**src/rtl/ssu_pkg.sv**
```systemverilog
package ssu_pkg;

  localparam int OPW = 33;   // multiplier operand width, signed
  localparam int PW  = 66;   // product width

  localparam logic signed [OPW-1:0] LOG2E_Q30 = 33'sd1549082005;
  localparam logic signed [OPW-1:0] LN2_Q30   = 33'sd744261118;
  localparam logic [31:0]           ONE_Q30   = 32'h4000_0000;

  typedef struct packed {
    logic               action;
    logic [1:0]         layer;
    logic [2:0]         head;
    logic [3:0]         channel;
    logic [3:0]         state_index;
    logic signed [31:0] x_value;
    logic [31:0]        step_size;
    logic signed [31:0] log_decay;
    logic signed [31:0] b_value;
    logic signed [31:0] c_value;
    logic signed [31:0] skip_gain;
    logic               last_state;
  } scan_req_t;

  typedef struct packed {
    logic [1:0]         out_layer;
    logic [2:0]         out_head;
    logic [3:0]         out_channel;
    logic signed [31:0] y_value;
  } scan_res_t;

  localparam logic ACT_SCAN  = 1'b0;
  localparam logic ACT_CLEAR = 1'b1;

  // floor(2^32 / i) for the Taylor term divisors; i = 1 bypasses the multiply
  function automatic logic signed [OPW-1:0] recip(input logic [3:0] i);
    logic signed [OPW-1:0] r;
    begin
      case (i)
        4'd2:    r = 33'sd2147483648;
        4'd3:    r = 33'sd1431655765;
        4'd4:    r = 33'sd1073741824;
        4'd5:    r = 33'sd858993459;
        4'd6:    r = 33'sd715827882;
        4'd7:    r = 33'sd613566756;
        4'd8:    r = 33'sd536870912;
        default: r = '0;
      endcase
      return r;
    end
  endfunction

  function automatic logic signed [31:0] sat32(input logic signed [66:0] v);
    logic signed [31:0] r;
    begin
      if (v > 67'sd2147483647)       r = 32'sh7FFF_FFFF;
      else if (v < -67'sd2147483648) r = 32'sh8000_0000;
      else                           r = v[31:0];
      return r;
    end
  endfunction

endpackage

```
**src/rtl/ssu_mul.sv**
```systemverilog
module ssu_mul import ssu_pkg::*; (
  input  logic                  clk,
  input  logic signed [OPW-1:0] a,
  input  logic signed [OPW-1:0] b,
  output logic signed [PW-1:0]  prod
);

  always_ff @(posedge clk) begin
    prod <= a * b;
  end

endmodule

```
**config.mk**
```make
export PLATFORM = sky130hd
export DESIGN_NAME = ssu_mul
export DESIGN_NICKNAME = d
export VERILOG_FILES = /design/src/rtl/ssu_pkg.sv /design/src/rtl/ssu_mul.sv
export SDC_FILE = /design/constraint.sdc
export NUM_CORES = 2
export LEC_CHECK = 0
export ABC_AREA = 1
export BUFFER_PORTS_ARGS = -buffer_cell sky130_fd_sc_hd__clkbuf_2
export CORE_UTILIZATION = 45
export CTS_BUF_LIST = sky130_fd_sc_hd__clkbuf_2 sky130_fd_sc_hd__clkbuf_4 sky130_fd_sc_hd__clkbuf_8
export CTS_CLUSTER_DIAMETER = 150
export CTS_CLUSTER_SIZE = 12
export DETAILED_ROUTE_END_ITERATION = 10
export PLACE_DENSITY = 0.67
export SLEW_MARGIN = 20
export SYNTH_ARGS = -nofsm -noshare
export SYNTH_HDL_FRONTEND = slang
export SYNTH_SLANG_ARGS = --single-unit
```
**constraint.sdc**
```tcl
create_clock -name clk -period 13.9 [get_ports clk]
set_clock_uncertainty 0.1 [all_clocks]
set_input_delay 1.39 -clock clk [delete_from_list [all_inputs] [get_ports clk]]
set_output_delay 1.39 -clock clk [all_outputs]
set_load 0.05 [all_outputs]
```
==> flow_metrics.env <==
export IMPL_core_area_um2=95000
export IMPL_syn_num_nets=6972
export IMPL_cts_root_buf="clkbuf_8"
export IMPL_drc=0
export IMPL_port_buffer_count=132
export IMPL_worstMarginPinSlew_ns=1.16
export IMPL_pin_count=133
export IMPL_max_cap_violations=0
export IMPL_cts_max_path_buffers=2
export IMPL_cts_sinks=66
export IMPL_track_usage_pct=25.4
export IMPL_report_final_slew_viol_count=0
export IMPL_overflow=0
export IMPL_syn_to_final_growth_pct=3.87
export IMPL_critPathMaxStageDelay_ns=0.95
export IMPL_hold_viol=0
export IMPL_finalWorstSetupSlack_ns=4.95
export IMPL_htree_levels=3
export IMPL_place_ws_ns=4.48
export IMPL_fin_crit_ns=8.95
export IMPL_crit_top_cell="fa_1"
export IMPL_async_reset_ff_share_pct=0
export IMPL_status="finished clean"
export IMPL_largest_reg_flops=66
export IMPL_cp_end_kind="flip-flop"
export IMPL_nets=6880
export IMPL_ys_ff_latch=66
export IMPL_synthCells=5543
export IMPL_fp_dieW_um=312
export IMPL_netlist_area_leader_share_pct=53.1
export IMPL_yosysWarningCount=0
export IMPL_crit_family="adder cells"
export IMPL_cts_tree="built"
export IMPL_initial_utilization_pct=45.4
export IMPL_required_ns=14.07
export IMPL_max_slew_margin_pct=22.7
export IMPL_dieHeight_um=312
export IMPL_gp_congestion=0.969
export IMPL_period_share_pct=64.4
export IMPL_drtPass1Iterations=5
export IMPL_synth_seq_area_share_pct=3.06
export IMPL_rsz0062_at_grt="false"
export IMPL_routed_wl_mm=117
export IMPL_synth_top_area_cell="fa_1"
export IMPL_top_regs="prod x66"
export IMPL_synth_avg_cell_area_um2=7.79
export IMPL_first_global_vias=36401
export IMPL_grt_max_degree=35
export IMPL_cts_resized=0
export IMPL_cp_data_arrival_time_ns=9.12
export IMPL_path_class="primary input to flip-flop"
export IMPL_cts_hold_buffers_added=0
export IMPL_clk_pin_slew_ns=0.08
export IMPL_cp_start_kind="primary input"
export IMPL_cp_slowest_cell="fa_1"
export IMPL_numCtsBuffers=9
export IMPL_dpl_hpwl_mm=97.5
export IMPL_vias_per_cell=4.88
export IMPL_layout_drive_gt1_share_pct=4.36
export IMPL_synth_cell_types=35
export IMPL_synth_edf_count=0
export IMPL_largest_register="prod"
export IMPL_hold_class="primary input to flip-flop"
export IMPL_critPathMaxFanout=33
export IMPL_setup_violations_final=0
export IMPL_vias=32785
export IMPL_wl_per_cell_um=17.3
export IMPL_post_cts_buffers=0
export IMPL_worstPathCellList="clkbuf_2, nand2_1, fa_1, fa_1, fa_1, inv_1, fa_1, fa_1, fa_1, fa_1, inv_1, fa_1, inv_1, ha_1, nand2_1, nor2_1, nand3_1, nor2_1, o21ai_0, nand4_1, nand2_1"
export IMPL_dieArea_um2=97200
export IMPL_rows=113
export IMPL_synth_area_leaders="fa_1 53%, inv_1 16%, nand2_1 13%, ha_1 6.3%, dfxtp_1 3.1%"
export IMPL_grt_pass1_wl_mm=193
export IMPL_synthesis_area_um2=43200
export IMPL_fmax_mhz=112
export IMPL_path_buf_inv=4
export IMPL_fin_setup_tns_ns=0
export IMPL_antenna_found_initial=7
export IMPL_drtIter0Drc=2304
export IMPL_antenna_left=0
export IMPL_synth_flop_cell="dfxtp_1"
## final cells by class
| type | instances | area, um^2 |
|---|---|---|
| diodes | 3 | 7.51 |
| clock buffers | 11 | 139 |
| clock inverters | 5 | 55.1 |
| fillers | 9337 | 50200 |
| inverters | 1895 | 7110 |
| multi-input cells | 3319 | 33800 |
| flip-flops and latches | 66 | 1320 |
| well taps | 1265 | 1580 |
| repair buffers | 160 | 871 |
## layout by cell type, fill, tap and decap left out, types with 5 or more instances in the layout
master    count
nand2_1    1517
clkbuf_8      9
ha_1        217
o21ai_0      19
nor3_1        7
dfxtp_1      66
o21bai_1     14
nand3_2       8
nand2_2      17
or2_2         5
nand4_1      19
xor2_1       37
nor2_2       20
fa_1       1144
buf_4        28
nor2_1      131
inv_1      1893
a21oi_1      61
nand3_1      70
clkbuf_2    132
## stage by stage
step | utilization [%] | area (um^2) | cells | hold slack, ns
6_report | 47.2 | 44800 | 6724 | 1.81
5_1_grt | 47.2 | 44800 | 6723 | 1.79
4_1_cts | 47.2 | 44800 | 6721 | 1.79
3_5_place_dp | 47.0 | 44600 | 6705 | 1.79
3_3_place_gp | 47.0 | 44600 | 6705 | 1.79
2_1_floorplan | - | 43200 | 5543 | 1.55
## path summary, 6_finish.rpt
check | cells past startpoint | start | end | slack, ns
min | 5 | a[0] | prod[0] | 1.81
max | 21 | b[9] | prod[57] | 4.95
## kinds of logic after synthesis
family	count (synthesis)	share of synthesized area [%]
buffers and inverters	2158	18.8
AND/OR/NAND/NOR	1810	16.6
adder cells (fa/ha/maj)	1362	59.4
AO/OA/AOI/OAI	106	1.38
flip-flops	66	3.06
XOR/XNOR	41	0.832
## Yosys cell counts, types with 20 or more instances
cell / number
ha_1: 217
nor2_1: 131
nand2_1: 1517
a21oi_1: 61
xor2_1: 37
fa_1: 1145
clkbuf_1: 262
dfxtp_1: 66
inv_1: 1894
nor2_2: 20
nand3_1: 70
## routing by layer
metal	routed length [um]	GRT usage, %
met4	5180	9.47
met5	60	0
met3	7170	3.16
met1	45900	31.7
met2	58300	44.9
Power is not shown: default switching activity piles up to over one toggle a cycle in this logic, so the estimate is an artifact.
